==> config.mk <==
export PLATFORM = sky130hd
export DESIGN_NAME = bq_sat_flat
export DESIGN_NICKNAME = d
export VERILOG_FILES = /design/src/rtl/core/bq_pkg.sv /design/src/rtl/core/bq_if.sv /design/src/rtl/core/bq_sat.sv /design/src/flat_wrapper.sv
export SDC_FILE = /design/constraint.sdc
export NUM_CORES = 1
export LEC_CHECK = 0
export BUFFER_PORTS_ARGS = -buffer_cell sky130_fd_sc_hd__buf_2
export CORE_MARGIN = 1.5
export CORE_UTILIZATION = 57
export CTS_CLUSTER_SIZE = 28
export DETAILED_ROUTE_END_ITERATION = 16
export GPL_TIMING_DRIVEN = 0
export HOLD_SLACK_MARGIN = 0.15
export PLACE_DENSITY_LB_ADDON = 0.25
export SLEW_MARGIN = 20
export SYNTH_ARGS = -nofsm -noshare
export SYNTH_HDL_FRONTEND = slang
export SYNTH_SLANG_ARGS = --single-unit
==> constraint.sdc <==
create_clock -name clk_i -period 3.63 [get_ports clk_i]
set_input_delay 0.1815 -clock clk_i [delete_from_list [all_inputs] [get_ports clk_i]]
set_output_delay 0.1815 -clock clk_i [all_outputs]
set_load 0.01 [all_outputs]
==> src/rtl/core/bq_pkg.sv <==
// shared types, constants and register map of the butterworth biquad
`default_nettype none

package bq_pkg;

  localparam int unsigned HIST_W     = 48;
  localparam int unsigned COEF_W     = 32;
  localparam int unsigned GAIN_W     = 31;
  localparam int unsigned CFG_IDX_W  = 4;
  localparam int unsigned CFG_DATA_W = 32;

  localparam int SAMPLE_WIDTH_DEF   = 16;
  localparam int COEF_FRAC_BITS_DEF = 30;
  localparam int HIST_FRAC_BITS_DEF = 16;

  typedef enum logic [CFG_IDX_W-1:0] {
    CFG_INV_GAIN = 4'd0,
    CFG_FB_OLDER = 4'd1,
    CFG_FB_NEWER = 4'd2,
    CFG_MID_NEG  = 4'd3
  } cfg_reg_e;

  typedef struct packed {
    logic [GAIN_W-1:0]        inv_gain;
    logic signed [COEF_W-1:0] fb_older;
    logic signed [COEF_W-1:0] fb_newer;
    logic                     mid_neg;
  } cfg_t;

  localparam cfg_t CFG_RESET = '{
    inv_gain: 31'd740136862,
    fb_older: -32'sd512810774,
    fb_newer: -32'sd1373994855,
    mid_neg:  1'b0
  };

  typedef logic signed [HIST_W-1:0] hist_t;

  localparam hist_t HIST_MAX = {1'b0, {(HIST_W-1){1'b1}}};
  localparam hist_t HIST_MIN = {1'b1, {(HIST_W-1){1'b0}}};

endpackage

`default_nettype wire

==> src/rtl/core/bq_if.sv <==
// channel interfaces: sample input, filtered output and register writes
`default_nettype none


interface bq_out_if #(
  parameter int SAMPLE_WIDTH = bq_pkg::SAMPLE_WIDTH_DEF
);
  logic                           valid;
  logic                           ready;
  logic signed [SAMPLE_WIDTH-1:0] sample_out;
  logic                           clipped;

  modport source (output valid, sample_out, clipped, input ready);
  modport sink   (input valid, sample_out, clipped, output ready);
endinterface


`default_nettype wire

==> src/rtl/core/bq_sat.sv <==
// output stage: truncation toward zero, saturation and clip flag
`default_nettype none

module bq_sat #(
  parameter int SAMPLE_WIDTH   = bq_pkg::SAMPLE_WIDTH_DEF,
  parameter int HIST_FRAC_BITS = bq_pkg::HIST_FRAC_BITS_DEF
) (
  input  logic           clk_i,
  input  logic           rst_ni,
  input  logic           valid_i,
  input  bq_pkg::hist_t  y_i,
  output logic           ready_o,
  bq_out_if.source       out_o
);
  import bq_pkg::*;

  localparam hist_t SMAX = hist_t'({(SAMPLE_WIDTH-1){1'b1}});
  localparam hist_t SMIN = ~SMAX;

  hist_t bias;
  hist_t y_biased;
  hist_t t_full;
  logic signed [SAMPLE_WIDTH-1:0] samp_d;
  logic  clip_d;
  logic  accept;

  logic  valid_q;
  logic signed [SAMPLE_WIDTH-1:0] samp_q;
  logic  clip_q;

  assign ready_o = !valid_q || out_o.ready;
  assign accept  = valid_i && ready_o;

  // negative values get a bias so the shift rounds toward zero
  assign bias     = y_i[HIST_W-1] ? hist_t'({HIST_FRAC_BITS{1'b1}}) : '0;
  assign y_biased = y_i + bias;
  assign t_full   = y_biased >>> HIST_FRAC_BITS;

  always_comb begin
    if (t_full > SMAX) begin
      samp_d = SMAX[SAMPLE_WIDTH-1:0];
      clip_d = 1'b1;
    end else if (t_full < SMIN) begin
      samp_d = SMIN[SAMPLE_WIDTH-1:0];
      clip_d = 1'b1;
    end else begin
      samp_d = t_full[SAMPLE_WIDTH-1:0];
      clip_d = 1'b0;
    end
  end

  always_ff @(posedge clk_i or negedge rst_ni) begin
    if (!rst_ni) begin
      valid_q <= 1'b0;
    end else if (ready_o) begin
      valid_q <= valid_i;
    end
  end

  always_ff @(posedge clk_i) begin
    if (accept) begin
      samp_q <= samp_d;
      clip_q <= clip_d;
    end
  end

  assign out_o.valid      = valid_q;
  assign out_o.sample_out = samp_q;
  assign out_o.clipped    = clip_q;

endmodule

`default_nettype wire

==> src/flat_wrapper.sv <==
// flat-port wrapper written by rule: the top's interface ports become plain ports
module bq_sat_flat import bq_pkg::*;
#(
  parameter int SAMPLE_WIDTH   = bq_pkg::SAMPLE_WIDTH_DEF,
  parameter int HIST_FRAC_BITS = bq_pkg::HIST_FRAC_BITS_DEF
)
  (clk_i, rst_ni, valid_i, y_i, ready_o, out_o_valid, out_o_sample_out, out_o_clipped, out_o_ready);
  bq_out_if #(.SAMPLE_WIDTH(SAMPLE_WIDTH)) out_o_i ();
  input  logic clk_i;
  input  logic rst_ni;
  input  logic valid_i;
  input  bq_pkg::hist_t y_i;
  output logic ready_o;
  output wire logic [$bits(out_o_i.valid)-1:0] out_o_valid;
  output wire logic [$bits(out_o_i.sample_out)-1:0] out_o_sample_out;
  output wire logic [$bits(out_o_i.clipped)-1:0] out_o_clipped;
  input wire logic [$bits(out_o_i.ready)-1:0] out_o_ready;
  assign out_o_valid = out_o_i.valid;
  assign out_o_sample_out = out_o_i.sample_out;
  assign out_o_clipped = out_o_i.clipped;
  assign out_o_i.ready = out_o_ready;
  bq_sat #(.SAMPLE_WIDTH(SAMPLE_WIDTH), .HIST_FRAC_BITS(HIST_FRAC_BITS)) u_core (.clk_i(clk_i), .rst_ni(rst_ni), .valid_i(valid_i), .y_i(y_i), .ready_o(ready_o), .out_o(out_o_i));
endmodule
* Word level (Yosys, flattened, before mapping)
Index checks and enable logic that the tools add are counted.
Widths: inputs -> output; s select.
** Storage, ports and cells
- Bits in registers :: 18
- Bits of input ports :: 52
- Logic and storage cells :: 12
** Cells by class
- $add $sub $neg :: 1
- $lt $le $gt $ge :: 2
- Multiplexer cells :: 3
- Reductions and logical operators :: 3
** Operator list (count)
- $add 48x17->48 :: 1
- $gt 32x16->1 const B :: 1
- $lt 32x16->1 const B :: 1
- $mux 16 :: 2
- $logic_and 1x1->1 :: 1
- $logic_not 1->1 :: 1
- $logic_or 1x1->1 :: 1
- $mux 1 :: 1

* Longest topological paths before layout
- Depth in word-level cells :: 4
- Depth in mapped cells :: 12
- Gate-level depth less buffers :: 9

* Least setup slack after synthesis
OpenSTA, ideal clock, no wires.
- Path type :: input to register
- Start :: in y_i[11]
- End :: reg u_core.samp_q[10] (netlist: u_core.out_o.sample_out[10]) (data pin)
- Library setup time :: 259 ps
- Arrival time :: 2796 ps
- Required time :: 3371 ps
- Setup slack :: 575 ps
- Stages on the path :: 12
- Buffers on the path :: 3
- Path through :: ha_1 -> and4_1 -> nand3_1 -> or4_4 -> and4_4 -> buf_6 -> buf_8 -> o21ai_2 -> nand4_2 -> o41ai_4 -> buf_6 -> nand3_2
** Between the ends
- Word-level cells in the longest chain between the ends :: 3
- Elaborated cells on any way between the ends :: 4
** Ends and longest elaborated chain
- start: declaration :: line flat_wrapper.sv:12 : input bq_pkg::hist_t y_i;
- $add 48x17->48 (*) :: line bq_sat.sv:36 : assign y_biased = y_i + bias;
- $lt 32x16->1 :: line bq_sat.sv:43 : end else if (t_full < SMIN) begin
- $mux 16 :: line bq_sat.sv:43
- end signal: assignment :: line bq_sat.sv:62 : samp_q <= samp_d;
- end: declaration :: line bq_sat.sv:28 : logic signed [SAMPLE_WIDTH-1:0] samp_q;
Mark *: on every way between the ends. The rest lies on a longest branch, timed or not.
A chain may end at the register's enable or synchronous reset.

* Final worst setup path
- Start :: in y_i[47]
- End :: reg u_core.samp_q[4] (netlist: u_core.out_o.sample_out[4]) (data pin)
** Between the ends
- Word-level cells in the longest chain between the ends :: 4
- Elaborated cells on any way between the ends :: 5
** Ends and longest elaborated chain
- $mux 16 :: line bq_sat.sv:35 : assign bias = y_i[HIST_W-1] ? hist_t'({HIST_FRAC_BITS{1'b1}}) : '0;
- $add 48x17->48 (*) :: line bq_sat.sv:36
- $lt 32x16->1 :: line bq_sat.sv:43
- $mux 16 :: line bq_sat.sv:43
Marks and branches as above.

==> flow_metrics.tcl <==
set metrics [dict create \
    cts_inserted_buffers 3 \
    rsz_0062_raised_after_global_routing "false" \
    clock_tree.root_cell "clkbuf_8" \
    grt_pass1_vias 2306 \
    chip_height_um 68.8 \
    path_max_fanout 18 \
    synth-main-ff-cell "edfxtp_1" \
    layout.area.seq_sq_um 536 \
    io_pins 71 \
    drtAntennaViolNets 0 \
    worst_path_dominant_cell_family "simple AND/OR/NAND/NOR gates" \
    ys_seq_area_share_pct 21.7 \
    final_wtd_congestion 0.890 \
    worstHoldPathType "input port to register" \
    power.leakage_uw 0.00116 \
    syn_nets 360 \
    place_worst_setup_slack_ns -0.309 \
    hpwl_um 5360 \
    grt_pass1_wl_um 10500 \
    detail_route.drc_violations 0 \
    starting_density_of_the_core_pct 60.4 \
    cts_setup_buffers 0 \
    final.setup.worst_slack_ns 0.149 \
    maxClockFrequency_mhz 287 \
    tritoncts "done" \
    diodes 0 \
    num_vias 2755 \
    cp_data_required_time_ns 3.63 \
    first_iter_violations 261 \
    syn_avg_cell_area_sq_um 8.42 \
    critical_path.max_stage_delay_ns 0.59 \
    crit_chain "buf_2 -> ha_1 -> and4_1 -> nand3_1 -> or4_4 -> and4_4 -> buf_6 -> buf_8 -> o2bb2ai_4 -> o2111ai_2 -> o41ai_4 -> buf_6 -> nand3_2" \
    die-width_um 68.8 \
    cts_buffer_depth 2 \
    total_clock_sinks 18 \
    critPathCaptureType "register" \
    finClkSkew_ns 0.00237 \
    port-buffer-count 68 \
    synth.yosys.warnings 0 \
    cpMostUsedCell "buf_6" \
    worst_ir_drop_vdd_mv 0.114 \
    multi_input_area_sq_um 1840 \
    global_route.usage.total_pct 28.9 \
    ctsHtreeMaxLevel 1 \
    async_flop_share_pct 5.56 \
    post_synth_instance_area_sq_um 2470 \
    synth.lib_cells_used.distinct 66 \
    critPathKind "input port to register" \
    number_of_flip_flops_and_latches_in_the_synthesized_netlist 18 \
    finalCriticalPeriod_ns 3.48 \
    nNetsFinal 435 \
    critical-path-slowest-cell "or4_4" \
    clock_latency_ns 0.25 \
    power_density_nw_per_um2 218 \
    floorplan.core_area_sq_um 4090 \
    slew_headroom_pct 50.9 \
    globalRoute.totalOverflow 0 \
    tightest_slew_ns 0.735 \
    fillerInstances 321 \
    synth-edff-count 17 \
    wire_length_per_cell_after_detailed_routing_um 16.1 \
    run_status "completed" \
    cap_viol_max_count 0 \
    start_kind "input port" \
    antenna_found_initial 0 \
    dieArea_sq_um 4730 \
    largest_net_degree_at_the_start_of_global_routing 19 \
    report.final.slew_viol_count 0 \
    clk_transition_reported_paths_ns 0.06 \
    hold_viol 0 \
    placement_rows 23 \
    hold_ws_ns 0.229 \
    via_per_inst 6.61 \
    worstPathArrival_ns 3.48 \
    sum_of_buffers_and_inverters_on_the_critical_path 4 \
    timing.final.setup_violations 0 \
    fraction_of_layout_instances_using_a_drive_strength_above_1_pct 29.2 \
    firstDrtPassIters 5 \
    synth_cells 293 \
    detail_route.wirelength_um 6730 \
    timing.final.crit_share_pct 95.9 \
    area_delta_synth_final_pct 19.6 \
]
-- logic make-up (layout without fill, tap and decap cells) --
family          after synthesis  count (layout)  share of synthesized area, %
xor+xnor                     12              12                          4.26
flops                        18              18                          21.7
compound gates               86              86                          25.8
fa+ha+maj                    15              15                          7.61
buf+inv                      19              93                          4.51
simple gates                143             143                          36.1
-- timing repair --
action                                  in CTS  in global routing
hold buffers                                 2                  0
endpoints found under the setup margin      10                 10
hold endpoints to repair                     2                  0
resized for setup                            1                  1
-- through the flow --
step	utilization, %	cell area [sq um]	power, uW	setup TNS [ns]	instances
final	72.2	2950	642	0	417
after detailed placement	70.2	2870	499	-3.26	411
after CTS	72.0	2940	636	0	417
after global routing	72.2	2950	677	0	417
after floorplan	-	2470	410	0	293
after global placement	70.2	2870	492	-2.04	411
-- layer usage --
metal  vias up  wire length, um  GRT usage, %
met2       142             3160          49.3
met5         -                0             0
li1       1331                -             -
met1      1274             2990          39.6
met3         8              499          1.46
met4         0               76          8.33
-- report_power, final --
| group | switching [uW] | internal, uW | total, uW | leakage [uW] |
|---|---|---|---|---|
| Clock | 60.0 | 77.9 | 138 | 0.0000228 |
| Sequential | 2.23 | 240 | 242 | 0.000157 |
| Combinational | 159 | 103 | 262 | 0.000981 |
| Total | 221 | 421 | 642 | 0.00116 |
-- state kept, by name (all words and copies together), names as in the netlist --
register                 flops
u_core.out_o.sample_out     16
u_core.out_o.clipped         1
u_core.out_o.valid           1
-- cell usage after synthesis, types with 3 or more instances --
library cell	n	area [sq um]
a211oi_1	5	37.5
nor2_1	19	71.3
a21oi_1	32	160
xnor2_1	9	78.8
nor4_1	4	25.0
nand4_2	3	37.5
o21a_1	4	30.0
and2_1	3	18.8
edfxtp_1	17	510
o211ai_1	5	37.5
nor3_1	8	40.0
buf_6	3	33.8
ha_1	15	188
clkbuf_1	3	11.3
inv_1	9	33.8
nand2_1	22	82.6
nand3_2	10	100
xor2_1	3	26.3
and3_1	9	56.3
or3_1	3	18.8
nand2b_1	3	18.8
nand3_1	14	70.1
o21ai_0	8	40.0
a31oi_1	3	18.8
nand4_1	31	194
-- final timing paths --
path / start / end / slack (ns) / cells after the start
worst max-delay path: y_i[47] / u_core.out_o.sample_out[4]$_SDFFCE_PN1P_ / 0.15 / 13
worst min-delay path: out_o_ready / u_core.out_o.valid$_DFFE_PN0N_ / 0.23 / 3
worst max register to register: u_core.out_o.valid$_DFFE_PN0N_ / u_core.out_o.clipped$_SDFFCE_PN1P_ / 2.20 / 2
worst min register to register: u_core.out_o.valid$_DFFE_PN0N_ / u_core.out_o.valid$_DFFE_PN0N_ / 0.53 / 2
max in group asynchronous: rst_ni / u_core.out_o.valid$_DFFE_PN0N_ / 3.31 / 2
min in group asynchronous: rst_ni / u_core.out_o.valid$_DFFE_PN0N_ / 0.24 / 2
-- cell type report --
type | instances | share of cell area, %
Buffer | 10 | 2.63
Clock buffer | 4 | 1.53
Timing Repair Buffer | 70 | 12.2
Sequential cell | 18 | 18.2
Tap cell | 50 | 2.12
Multi-Input combinational cell | 256 | 62.2
Inverter | 9 | 1.15
-- cells in the final DEF (no fill, tap or decap), drive strengths merged, types with 6 or more instances in the layout --
cell type / count
buf: 75
nand4: 34
a21oi: 33
nand3: 24
nand2: 22
nor2: 19
edfxtp: 17
ha: 15
o21ai: 11
and3: 9
inv: 9
xnor2: 9
nor3: 8
clkbuf: 7
nor4: 6
-- worst min-delay path, stage by stage --
cell and delay (ns):
buf_2 0.07, nand2b_1 0.12, nand2b_1 0.06
Note: power is estimated with default switching activity, not from simulation.
