===== config.mk =====
export PLATFORM = sky130hd
export DESIGN_NAME = bq_cfg_flat
export DESIGN_NICKNAME = d
export VERILOG_FILES = /design/src/rtl/core/bq_pkg.sv /design/src/rtl/core/bq_if.sv /design/src/rtl/core/bq_cfg.sv /design/src/flat_wrapper.sv
export SDC_FILE = /design/constraint.sdc
export NUM_CORES = 1
export LEC_CHECK = 0
export BUFFER_PORTS_ARGS = -buffer_cell sky130_fd_sc_hd__buf_2
export CORE_UTILIZATION = 30
export CTS_CLUSTER_DIAMETER = 100
export DETAILED_ROUTE_END_ITERATION = 6
export PLACE_DENSITY = 0.55
export SLEW_MARGIN = 40
export SYNTH_ARGS = -nofsm -noshare
export SYNTH_HDL_FRONTEND = slang
export SYNTH_SLANG_ARGS = --single-unit

===== constraint.sdc =====
create_clock -name clk_i -period 0.8 [get_ports clk_i]
set_input_delay 0.16 -clock clk_i [delete_from_list [all_inputs] [get_ports clk_i]]
set_output_delay 0.16 -clock clk_i [all_outputs]
set_load 0.1 [all_outputs]

===== src/rtl/core/bq_pkg.sv =====
// shared types, constants and register map of the butterworth biquad
`default_nettype none

package bq_pkg;

  localparam int unsigned HIST_W     = 48;
  localparam int unsigned COEF_W     = 32;
  localparam int unsigned GAIN_W     = 31;
  localparam int unsigned CFG_IDX_W  = 4;
  localparam int unsigned CFG_DATA_W = 32;

  localparam int SAMPLE_WIDTH_DEF   = 16;
  localparam int COEF_FRAC_BITS_DEF = 30;
  localparam int HIST_FRAC_BITS_DEF = 16;

  typedef enum logic [CFG_IDX_W-1:0] {
    CFG_INV_GAIN = 4'd0,
    CFG_FB_OLDER = 4'd1,
    CFG_FB_NEWER = 4'd2,
    CFG_MID_NEG  = 4'd3
  } cfg_reg_e;

  typedef struct packed {
    logic [GAIN_W-1:0]        inv_gain;
    logic signed [COEF_W-1:0] fb_older;
    logic signed [COEF_W-1:0] fb_newer;
    logic                     mid_neg;
  } cfg_t;

  localparam cfg_t CFG_RESET = '{
    inv_gain: 31'd740136862,
    fb_older: -32'sd512810774,
    fb_newer: -32'sd1373994855,
    mid_neg:  1'b0
  };

  typedef logic signed [HIST_W-1:0] hist_t;

  localparam hist_t HIST_MAX = {1'b0, {(HIST_W-1){1'b1}}};
  localparam hist_t HIST_MIN = {1'b1, {(HIST_W-1){1'b0}}};

endpackage

`default_nettype wire


===== src/rtl/core/bq_if.sv =====
// channel interfaces: sample input, filtered output and register writes
`default_nettype none


interface bq_cfg_if;
  logic                            valid;
  logic                            ready;
  logic [bq_pkg::CFG_IDX_W-1:0]    index;
  logic [bq_pkg::CFG_DATA_W-1:0]   data;

  modport source (output valid, index, data, input ready);
  modport sink   (input valid, index, data, output ready);
endinterface

`default_nettype wire


===== src/rtl/core/bq_cfg.sv =====
// configuration register file of the biquad
`default_nettype none

module bq_cfg (
  input  logic          clk_i,
  input  logic          rst_ni,
  bq_cfg_if.sink        cfg_i,
  output bq_pkg::cfg_t  cfg_o
);
  import bq_pkg::*;

  cfg_t cfg_q, cfg_d;

  assign cfg_i.ready = 1'b1;
  assign cfg_o       = cfg_q;

  always_comb begin
    cfg_d = cfg_q;
    if (cfg_i.valid) begin
      unique case (cfg_reg_e'(cfg_i.index))
        CFG_INV_GAIN: cfg_d.inv_gain = cfg_i.data[GAIN_W-1:0];
        CFG_FB_OLDER: cfg_d.fb_older = $signed(cfg_i.data[COEF_W-1:0]);
        CFG_FB_NEWER: cfg_d.fb_newer = $signed(cfg_i.data[COEF_W-1:0]);
        CFG_MID_NEG:  cfg_d.mid_neg  = cfg_i.data[0];
        default: ;  // unknown index, dropped
      endcase
    end
  end

  always_ff @(posedge clk_i or negedge rst_ni) begin
    if (!rst_ni) begin
      cfg_q <= CFG_RESET;
    end else begin
      cfg_q <= cfg_d;
    end
  end

endmodule

`default_nettype wire


===== src/flat_wrapper.sv =====
// flat-port wrapper written by rule: the top's interface ports become plain ports
module bq_cfg_flat import bq_pkg::*;
  (clk_i, rst_ni, cfg_o, cfg_i_valid, cfg_i_index, cfg_i_data, cfg_i_ready);
  bq_cfg_if cfg_i_i ();
  input  logic clk_i;
  input  logic rst_ni;
  output bq_pkg::cfg_t cfg_o;
  input wire logic [$bits(cfg_i_i.valid)-1:0] cfg_i_valid;
  input wire logic [$bits(cfg_i_i.index)-1:0] cfg_i_index;
  input wire logic [$bits(cfg_i_i.data)-1:0] cfg_i_data;
  output wire logic [$bits(cfg_i_i.ready)-1:0] cfg_i_ready;
  assign cfg_i_i.valid = cfg_i_valid;
  assign cfg_i_i.index = cfg_i_index;
  assign cfg_i_i.data = cfg_i_data;
  assign cfg_i_ready = cfg_i_i.ready;
  bq_cfg u_core (.clk_i(clk_i), .rst_ni(rst_ni), .cfg_i(cfg_i_i), .cfg_o(cfg_o));
endmodule

# Word level (Yosys, flattened, before mapping)

Cells that the tools add are included.

Word-level logic and storage cells: 12
Output and inout port bits: 97
Input port bits: 39
Flip-flop bits (word level): 96

Reduce and logical (&&, ||, !) cells: 5
Equality and inequality tests: 3

Operator list:

| kind               | number |
|---|---|
| $eq 4x2->1 const B | 2 |
| $reduce_and 2->1   | 4 |
| $eq 4x1->1 const B | 1 |
| $logic_not 4->1    | 1 |

# Longest topological paths before layout

Gate-level depths: netlist (run 1).

Depth in word-level cells: 2
Depth in mapped cells: 5
Gate-level depth less buffers: 3

# Worst setup path before layout (run 1)

No wires, ideal clock.

Path type: reg-to-reg
Start point: register u_core.cfg_o[0] (netlist name)
End point: register u_core.cfg_q, in the netlist u_core.cfg_o[0]
Path slack: -460 ps
Data required time: 674 ps
Library setup time: 126 ps
Period minus slack after synthesis: 1,260 ps
Stages on the path, launching flop included: 2
Arrival time: 1,134 ps
Path buffers: 0
Cells stage by stage: dfrtp_1 mux2_2

RTL lines:

| element              | RTL line     | text |
|---|---|---|
| to (signal assigned) | bq_cfg.sv:34 | `cfg_q <= cfg_d;` |
| to (decl)            | bq_cfg.sv:12 | `cfg_t cfg_q, cfg_d;` |

# Worst setup path after layout (run 1)

Start point: register u_core.cfg_q, in the netlist u_core.cfg_o[26]
End point: output port cfg_o[26] in the netlist's numbering

RTL lines:

| element   | RTL line          | text |
|---|---|---|
| to (decl) | flat_wrapper.sv:7 | `output bq_pkg::cfg_t cfg_o;` |

No word-level cell between the ends.

==> summary.md, run 1 <==
| Metric | Value |
|---|---|
| Total gr overflow | 0 |
| Switching share of power | 0.448 |
| Skew-Pair Late Insertion Delay | ~0.33 ns |
| Fillers | 864 |
| Worst r2r path cells | 2 |
| CTS clk-pin slew, worst paths | about 0.07 ns |
| Die area | 13000 µm² |
| Fin. Hold Viols | 0 |
| Chip width | 114 µm |
| Final number of setup-violating endpoints | 192 |
| Nets | roughly 430 |
| Hold EP | u_core.cfg_o[64]$_DFFE_PN1P_ |
| Worst vdd ir | 0.00179 V |
| Num rows | 40 |
| DRC Markers | 0 |
| TritonCTS Buffers | 9 |
| Cell family with most CP delay | flip-flops |
| Detailed-route via count | 2494 |
| PD cells | 3750 nW/µm² |
| Routability Congestion | 0.676 |
| Largest net degree at the start of global routing | 27 |
| Final Core Density | 0.635 |
| Mapped Cells | 211 |
| RSZ-0062 raised after global routing | true |
| Starting DRT DRC Count | 64 |
| Cell variety after synth | 16 |
| Final Critical Period | 1.31 ns |
| Leakage | 0.00344 µW |
| Number of top-level pins | 136 |
| Fin Clk Skew | 0 ns |
| Vias in the first global route | approximately 2800 |
| Final worst-path cycle share | 1.64 |
| Post-route ant nets | 0 |
| Post-DP HPWL | 6.82 mm |
| Synth warn | 0 |
| Switching pwr | 13000 µW |
| Core ar. | 12200 µm² |
| Min-delay src | cfg_i_data[31] |
| Clk pwr share | 0.146 |
| Synthesized cell area | ~3800 µm² |
| Flop pwr share | 0.294 |
| Sequential fraction of the synthesis area | 0.651 |
| Worst hold path type | input port to register |
| Crit path DAT | roughly 1.2 ns |
| Critical path capture point type | output port |
| Antenna fix cells | 0 |
| Syn Nets | 250 |
| WL final | ~11 mm |
| CP Class | register to output port |
| Worst setup margin | -0.514 ns |
| Pre-antenna DRT Iters | 4 |
| CTS tree | yes |
| WP buf/inv | 1 |
| Max-cap viol count | 0 |
| Vias per cell | between 4 and 5 |
| Initial Util | 0.311 |
| Hold depth | 2 |
| Clock tree buffer depth | 2 |
| # port buffers | 134 |
| First-pass GRT wire length | about 17 mm |
| Die height | 114 µm |
| Post-synthesis compound-gate area fraction | 0 |
| Initial antenna violation count | 0 |
| Startpoint types | register |
| Adder-Cell Fraction of Synth Area | 0 |
| Flops & latches, synth | 96 |
| Slowest CP cell | dfstp_4 |
| Max reg flops | 96 |
| Layout cells sized above 1 | 0.985 |
| Worst reg2reg setup slack | -0.20 ns |
| RR Startpoint | u_core.cfg_o[10]$_DFFE_PN0P_ |
| Clk sink count | 96 |
| P_int | 16000 µW |
| Failing checks | negative setup slack |
| Post-Synth XOR/XNOR Area | 0 |
| Critical Path RT | ~0.64 ns |
| Post-DP Area | 6830 µm² |
| Logic gate share of total power | 0.560 |
| Syn Area/Cell | 17.9 µm² |
| Max Slew Vio Count | 0 |
| Post-synthesis simple-gate area fraction | 0.0109 |
| GR Util All Layers | 0.179 |
| RR Endpoint | u_core.cfg_o[10]$_DFFE_PN0P_ |
| Post-synthesis mux area share | 0.316 |
| Crit path max fanout | 2 |
| H-tree depth | 3 |
| Area growth syn-to-layout | 105% |
| Root buf cell | clkbuf_16 |
| Largest family of logic cells by synthesized area | multiplexers |
| Routed len/inst | 18.7 µm |
| Status | finished, violations left |
| CP cell instances | buf_12 |
| Placement Setup Slack | -0.600 ns |
| Slowest cell delay on critical path | 0.64 ns |
| Max Fclk | 0.761 GHz |
| Final Cell Area | 7730 µm² |
## area by class of cell
type | count | area, µm² | share of cell area
Clock buffer | 10 | 229 | 0.0296
Tap cell | 168 | 210 | 0.0272
Sequential cell | 96 | 2820 | 0.365
Timing Repair Buffer | 184 | 2890 | 0.374
Clock inverter | 6 | 58.8 | 0.00761
Multi-Input combinational cell | 104 | 1520 | 0.197
## cells in the mapped netlist
cell	number	area, µm²
and3_1	1	6.26
buf_2	6	30.0
buf_4	2	15.0
buf_6	3	33.8
conb_1	1	3.75
dfrtp_1	50	1250
dfstp_2	46	1210
mux2_1	2	22.5
mux2_2	64	721
mux2_4	30	450
nand2_1	1	3.75
nand3_1	1	5.00
nand4_1	1	6.26
nor2_1	1	3.75
nor2b_1	1	6.26
nor3_2	1	10.0
## metal layers
layer	wire, µm	GRT usage
met1	4770	0.246
met2	4990	0.263
met3	741	0.0635
met4	115	0.0606
met5	0	0
## power by group through the flow
stage / clock, µW / sequential (µW) / combinational (µW)
after global placement: 0 / 8540 / 15500
after CTS: 4340 / 8520 / 16100
after detailed placement: 0 / 8580 / 15600
final: 4230 / 8530 / 16200
after global routing: 4550 / 8700 / 16600
after floorplan: 0 / 16500 / 1630
## what timing repair did
action,CTS,global route
gates resized for setup,45,20
hold buffers,1,0
pin swaps,3,3
setup endpoints to repair,192,192
buffers inserted,24,20
hold endpoints to repair,50,0
gates cloned,8,0
## worst max-delay path by stage
| stage | start | end | slack (ns) | cells after the start |
|---|---|---|---|---|
| finish | u_core.cfg_o[26]$_DFFE_PN1P_ | cfg_o[26] | -0.51 | 1 |
| CTS | u_core.cfg_o[68]$_DFFE_PN1P_ | cfg_o[68] | -0.53 | 1 |
| global route | u_core.cfg_o[57]$_DFFE_PN1P_ | cfg_o[57] | -0.54 | 1 |
| floorplan | cfg_i_index[0] | u_core.cfg_o[10]$_DFFE_PN0P_ | -0.38 | 5 |
| detailed placement | cfg_i_index[0] | u_core.cfg_o[10]$_DFFE_PN0P_ | -0.60 | 5 |
| global placement | cfg_i_index[0] | u_core.cfg_o[12]$_DFFE_PN0P_ | -0.57 | 5 |
## logic make-up after synthesis
logic type / Yosys count
buffers and inverters: 11
other: 1
multiplexers: 96
flip-flops: 96
AND/OR/NAND/NOR: 7
## layout by cell type (no fill, tap or decap)
cell type,n
nand4_1,1
dlygate4sd3_1,1
and3_4,1
conb_1,1
nor2_4,1
buf_12,108
clkinvlp_4,1
nor2b_4,1
bufinv_16,1
clkinv_2,1
dfrtp_4,50
mux2_2,6
mux2_4,90
buf_16,6
buf_4,7
clkbuf_1,1
dfstp_4,46
buf_6,27
clkinv_1,2
nand2_8,1
inv_6,1
buf_2,33
nor3_4,1
clkbuf_16,9
nand3_4,1
buf_8,2
## through the flow
step	std cells	hold slack, ns	setup TNS, ns	total power, µW
4_1_cts	563	0.0691	-56.79	29000
3_5_place_dp	515	0.189	-52.25	24100
5_1_grt	568	0.0736	-60.35	29900
2_1_floorplan	211	-0.136	-31.59	18100
6_report	568	0.0792	-55.23	29000
3_3_place_gp	515	0.187	-50.10	24000
Power figures use the tool's default switching activity.
==> run 2: changes to the inputs <==
--- a/config.mk
+++ b/config.mk
@@ -6,10 +6,11 @@
 export NUM_CORES = 1
 export LEC_CHECK = 0
 export BUFFER_PORTS_ARGS = -buffer_cell sky130_fd_sc_hd__buf_2
-export CORE_UTILIZATION = 30
+export CORE_MARGIN = 3
+export CORE_UTILIZATION = 25
 export CTS_CLUSTER_DIAMETER = 100
 export DETAILED_ROUTE_END_ITERATION = 6
-export PLACE_DENSITY = 0.55
+export PLACE_DENSITY = 0.48
 export SLEW_MARGIN = 40
 export SYNTH_ARGS = -nofsm -noshare
 export SYNTH_HDL_FRONTEND = slang
==> summary.md, run 2 (synthesized netlist as in run 1, its figures left out) <==
| Metric | Value |
|---|---|
| P_int | 15800 µW (was 16000 µW) |
| Final Cell Area | 7640 µm² (was 7730 µm²) |
| Pre-antenna DRT Iters | 3 (was 4) |
| Fillers | 1197 (was 864) |
| GR Util All Layers | 0.145 (was 0.179) |
| Final Critical Period | 1.32 ns (was 1.31 ns) |
| Total gr overflow | 0 (unchanged) |
| Failing checks | negative setup slack (unchanged) |
| Nets | 422 (was 434) |
| TNS Setup | -58.50 ns (was -55.23 ns) |
| Area growth syn-to-layout | 102% (was 105%) |
| Status | finished, violations left (unchanged) |
| Number of top-level pins | 136 (unchanged) |
| CTS clk-pin slew, worst paths | 0.07 ns (about the same) |
| Switching pwr | 12900 µW (was 13000 µW) |
| Die height | 129 µm (was 114 µm) |
| Largest net degree at the start of global routing | 52 (was 27) |
| CP cell instances | buf_12 (unchanged) |
| Antenna fix cells | 0 (unchanged) |
| Final worst-path cycle share | 1.65 (was 1.64) |
| RR Startpoint | u_core.cfg_o[13]$_DFFE_PN0P_ (was u_core.cfg_o[10]$_DFFE_PN0P_) |
| Most common cell after layout, fill and taps aside | buf_12 (unchanged) |
| Clock tree buffer depth | 2 (unchanged) |
| Hold depth | 2 (unchanged) |
| Num rows | 44 (was 40) |
| Starting DRT DRC Count | 62 (was 64) |
| Die area | 16600 µm² (was 13000 µm²) |
| Vias in the first global route | 2786 (was 2824) |
| Chip width | 129 µm (was 114 µm) |
| Core ar. | 14600 µm² (was 12200 µm²) |
| Post-route ant nets | 0 (unchanged) |
| Startpoint types | register (unchanged) |
| Initial Util | 0.258 (was 0.311) |
| RSZ-0062 raised after global routing | true (unchanged) |
| Max Fclk | 0.759 GHz (was 0.761 GHz) |
| Max reg flops | 96 (unchanged) |
| Most frequent cells in the layout | buf_12, mux2_4, dfrtp_4 (unchanged) |
| Post-DP HPWL | 6.98 mm (was 6.82 mm) |
| Critical path capture point type | output port (unchanged) |
| Vias per cell | 4.29 (was 4.39) |
| Layout cells sized above 1 | 0.987 (was 0.985) |
| PD cells | 3770 nW/µm² (was 3750 nW/µm²) |
| Post-DP Area | 6790 µm² (was 6830 µm²) |
| Clk pwr share | 0.150 (was 0.146) |
| Final number of setup-violating endpoints | 192 (unchanged) |
| Placed cell count | 528 (was 515) |
| CTS tree | yes (unchanged) |
| Worst vdd ir | 0.00191 V (was 0.00179 V) |
| Routed len/inst | 20.1 µm (was 18.7 µm) |
| # port buffers | 134 (unchanged) |
| Fin cells | 572 (was 568) |
| Max Slew Vio Count | 0 (unchanged) |
| Worst setup margin | -0.517 ns (was -0.514 ns) |
| Logic gate share of total power | 0.555 (was 0.560) |
| Skew-Pair Late Insertion Delay | 0.34 ns (was 0.33 ns) |
| First-pass GRT wire length | 17.8 mm (was 17.1 mm) |
| WL final | 11.5 mm (was 10.6 mm) |
| Crit path max fanout | 2 (unchanged) |
| Fin. Hold Viols | 0 (unchanged) |
| RR Endpoint | u_core.cfg_o[13]$_DFFE_PN0P_ (was u_core.cfg_o[10]$_DFFE_PN0P_) |
| Crit path DAT | 1.16 ns (was 1.15 ns) |
| TritonCTS Buffers | 9 (unchanged) |
| Worst r2r path cells | 3 (was 2) |
| Min-delay src | cfg_i_data[31] (unchanged) |
| Hold WS | 0.0747 ns (was 0.0792 ns) |
| Routability Congestion | 0.707 (was 0.676) |
| Slowest cell delay on critical path | 0.64 ns (about the same) |
| Root buf cell | clkbuf_16 (unchanged) |
| Max-cap viol count | 0 (unchanged) |
| Flop pwr share | 0.295 (was 0.294) |
| Critical Path RT | 0.64 ns (about the same) |
| Slowest CP cell | dfstp_4 (unchanged) |
| DRC Markers | 0 (unchanged) |
| H-tree depth | 3 (unchanged) |
| WP buf/inv | 1 (unchanged) |
| Fin Clk Skew | 0 ns (unchanged) |
| Detailed-route via count | 2456 (was 2494) |
| Initial antenna violation count | 0 (unchanged) |
| Hold EP | u_core.cfg_o[64]$_DFFE_PN1P_ (unchanged) |
| Cell family with most CP delay | flip-flops (unchanged) |
| Worst hold path type | input port to register (unchanged) |
| CP Class | register to output port (unchanged) |
| Worst reg2reg setup slack | -0.30 ns (was -0.20 ns) |
| Switching share of power | 0.449 (was 0.448) |
| Final Power | 28800 µW (was 29000 µW) |
| Clk sink count | 96 (unchanged) |
| Leakage | 0.00338 µW (was 0.00344 µW) |
run 2: cell count changes in the layout (fill, tap and decap cells not counted), sizes merged:
cell / previous run / this run
buf: 183 / 171
clkinv: 3 / 4
inv: 1 / 0
run 2: routing by layer:
layer	GRT usage	routed length [µm]
met5	0	0
met4	0.0500	173
met3	0.0486	776
met1	0.195	5110
met2	0.221	5470
run 2: layout make-up:
| type | count | area, µm² | area share |
|---|---|---|---|
| flip-flops and latches | 96 | 2820 | 0.369 |
| repair buffers | 172 | 2770 | 0.362 |
| multi-input cells | 104 | 1520 | 0.199 |
| clock buffers | 10 | 239 | 0.0313 |
| well taps | 184 | 230 | 0.0301 |
| clock inverters | 6 | 58.8 | 0.00770 |
run 2: what timing repair did:
item                                    4_1_cts  5_1_grt
cloned                                       11        0
endpoints found under the hold margin        50        0
endpoints found under the setup margin      192      192
hold buffers                                  1        0
setup buffers                                18        8
pin swaps                                     5        6
gates resized for setup                      43       17
run 2: worst register-to-register path: stages (launching register included):
cell and delay [ns]:
dfrtp_4 0.50, buf_6 0.13, buf_6 0.10, mux2_4 0.26
run 2: power groups by stage:
stage | Clock, µW | Combinational (µW) | Sequential, µW
after CTS | 4480 | 16000 | 8510
after global placement | 0 | 15500 | 8530
final | 4320 | 16000 | 8490
after floorplan | 0 | 1630 | 16500
after detailed placement | 0 | 15600 | 8570
after global routing | 4700 | 16300 | 8660
run 2: per-stage QoR:
step | util | setup WS, ns
2_1_floorplan | - | -0.380
3_3_place_gp | 0.464 | -0.541
3_5_place_dp | 0.464 | -0.568
4_1_cts | 0.525 | -0.539
5_1_grt | 0.522 | -0.549
6_report | 0.522 | -0.517
run 2: worst max-delay path by stage:
stage / from / end / cells after the start / slack [ns]
after CTS: u_core.cfg_o[73]$_DFFE_PN1P_ / cfg_o[73] / 1 / -0.54
after global placement: cfg_i_index[0] / u_core.cfg_o[13]$_DFFE_PN0P_ / 5 / -0.54
final: u_core.cfg_o[73]$_DFFE_PN1P_ / cfg_o[73] / 1 / -0.52
after global routing: u_core.cfg_o[4]$_DFFE_PN1P_ / cfg_o[4] / 1 / -0.55
after floorplan: cfg_i_index[0] / u_core.cfg_o[10]$_DFFE_PN0P_ / 5 / -0.38
after detailed placement: cfg_i_index[0] / u_core.cfg_o[9]$_DFFE_PN0P_ / 5 / -0.57
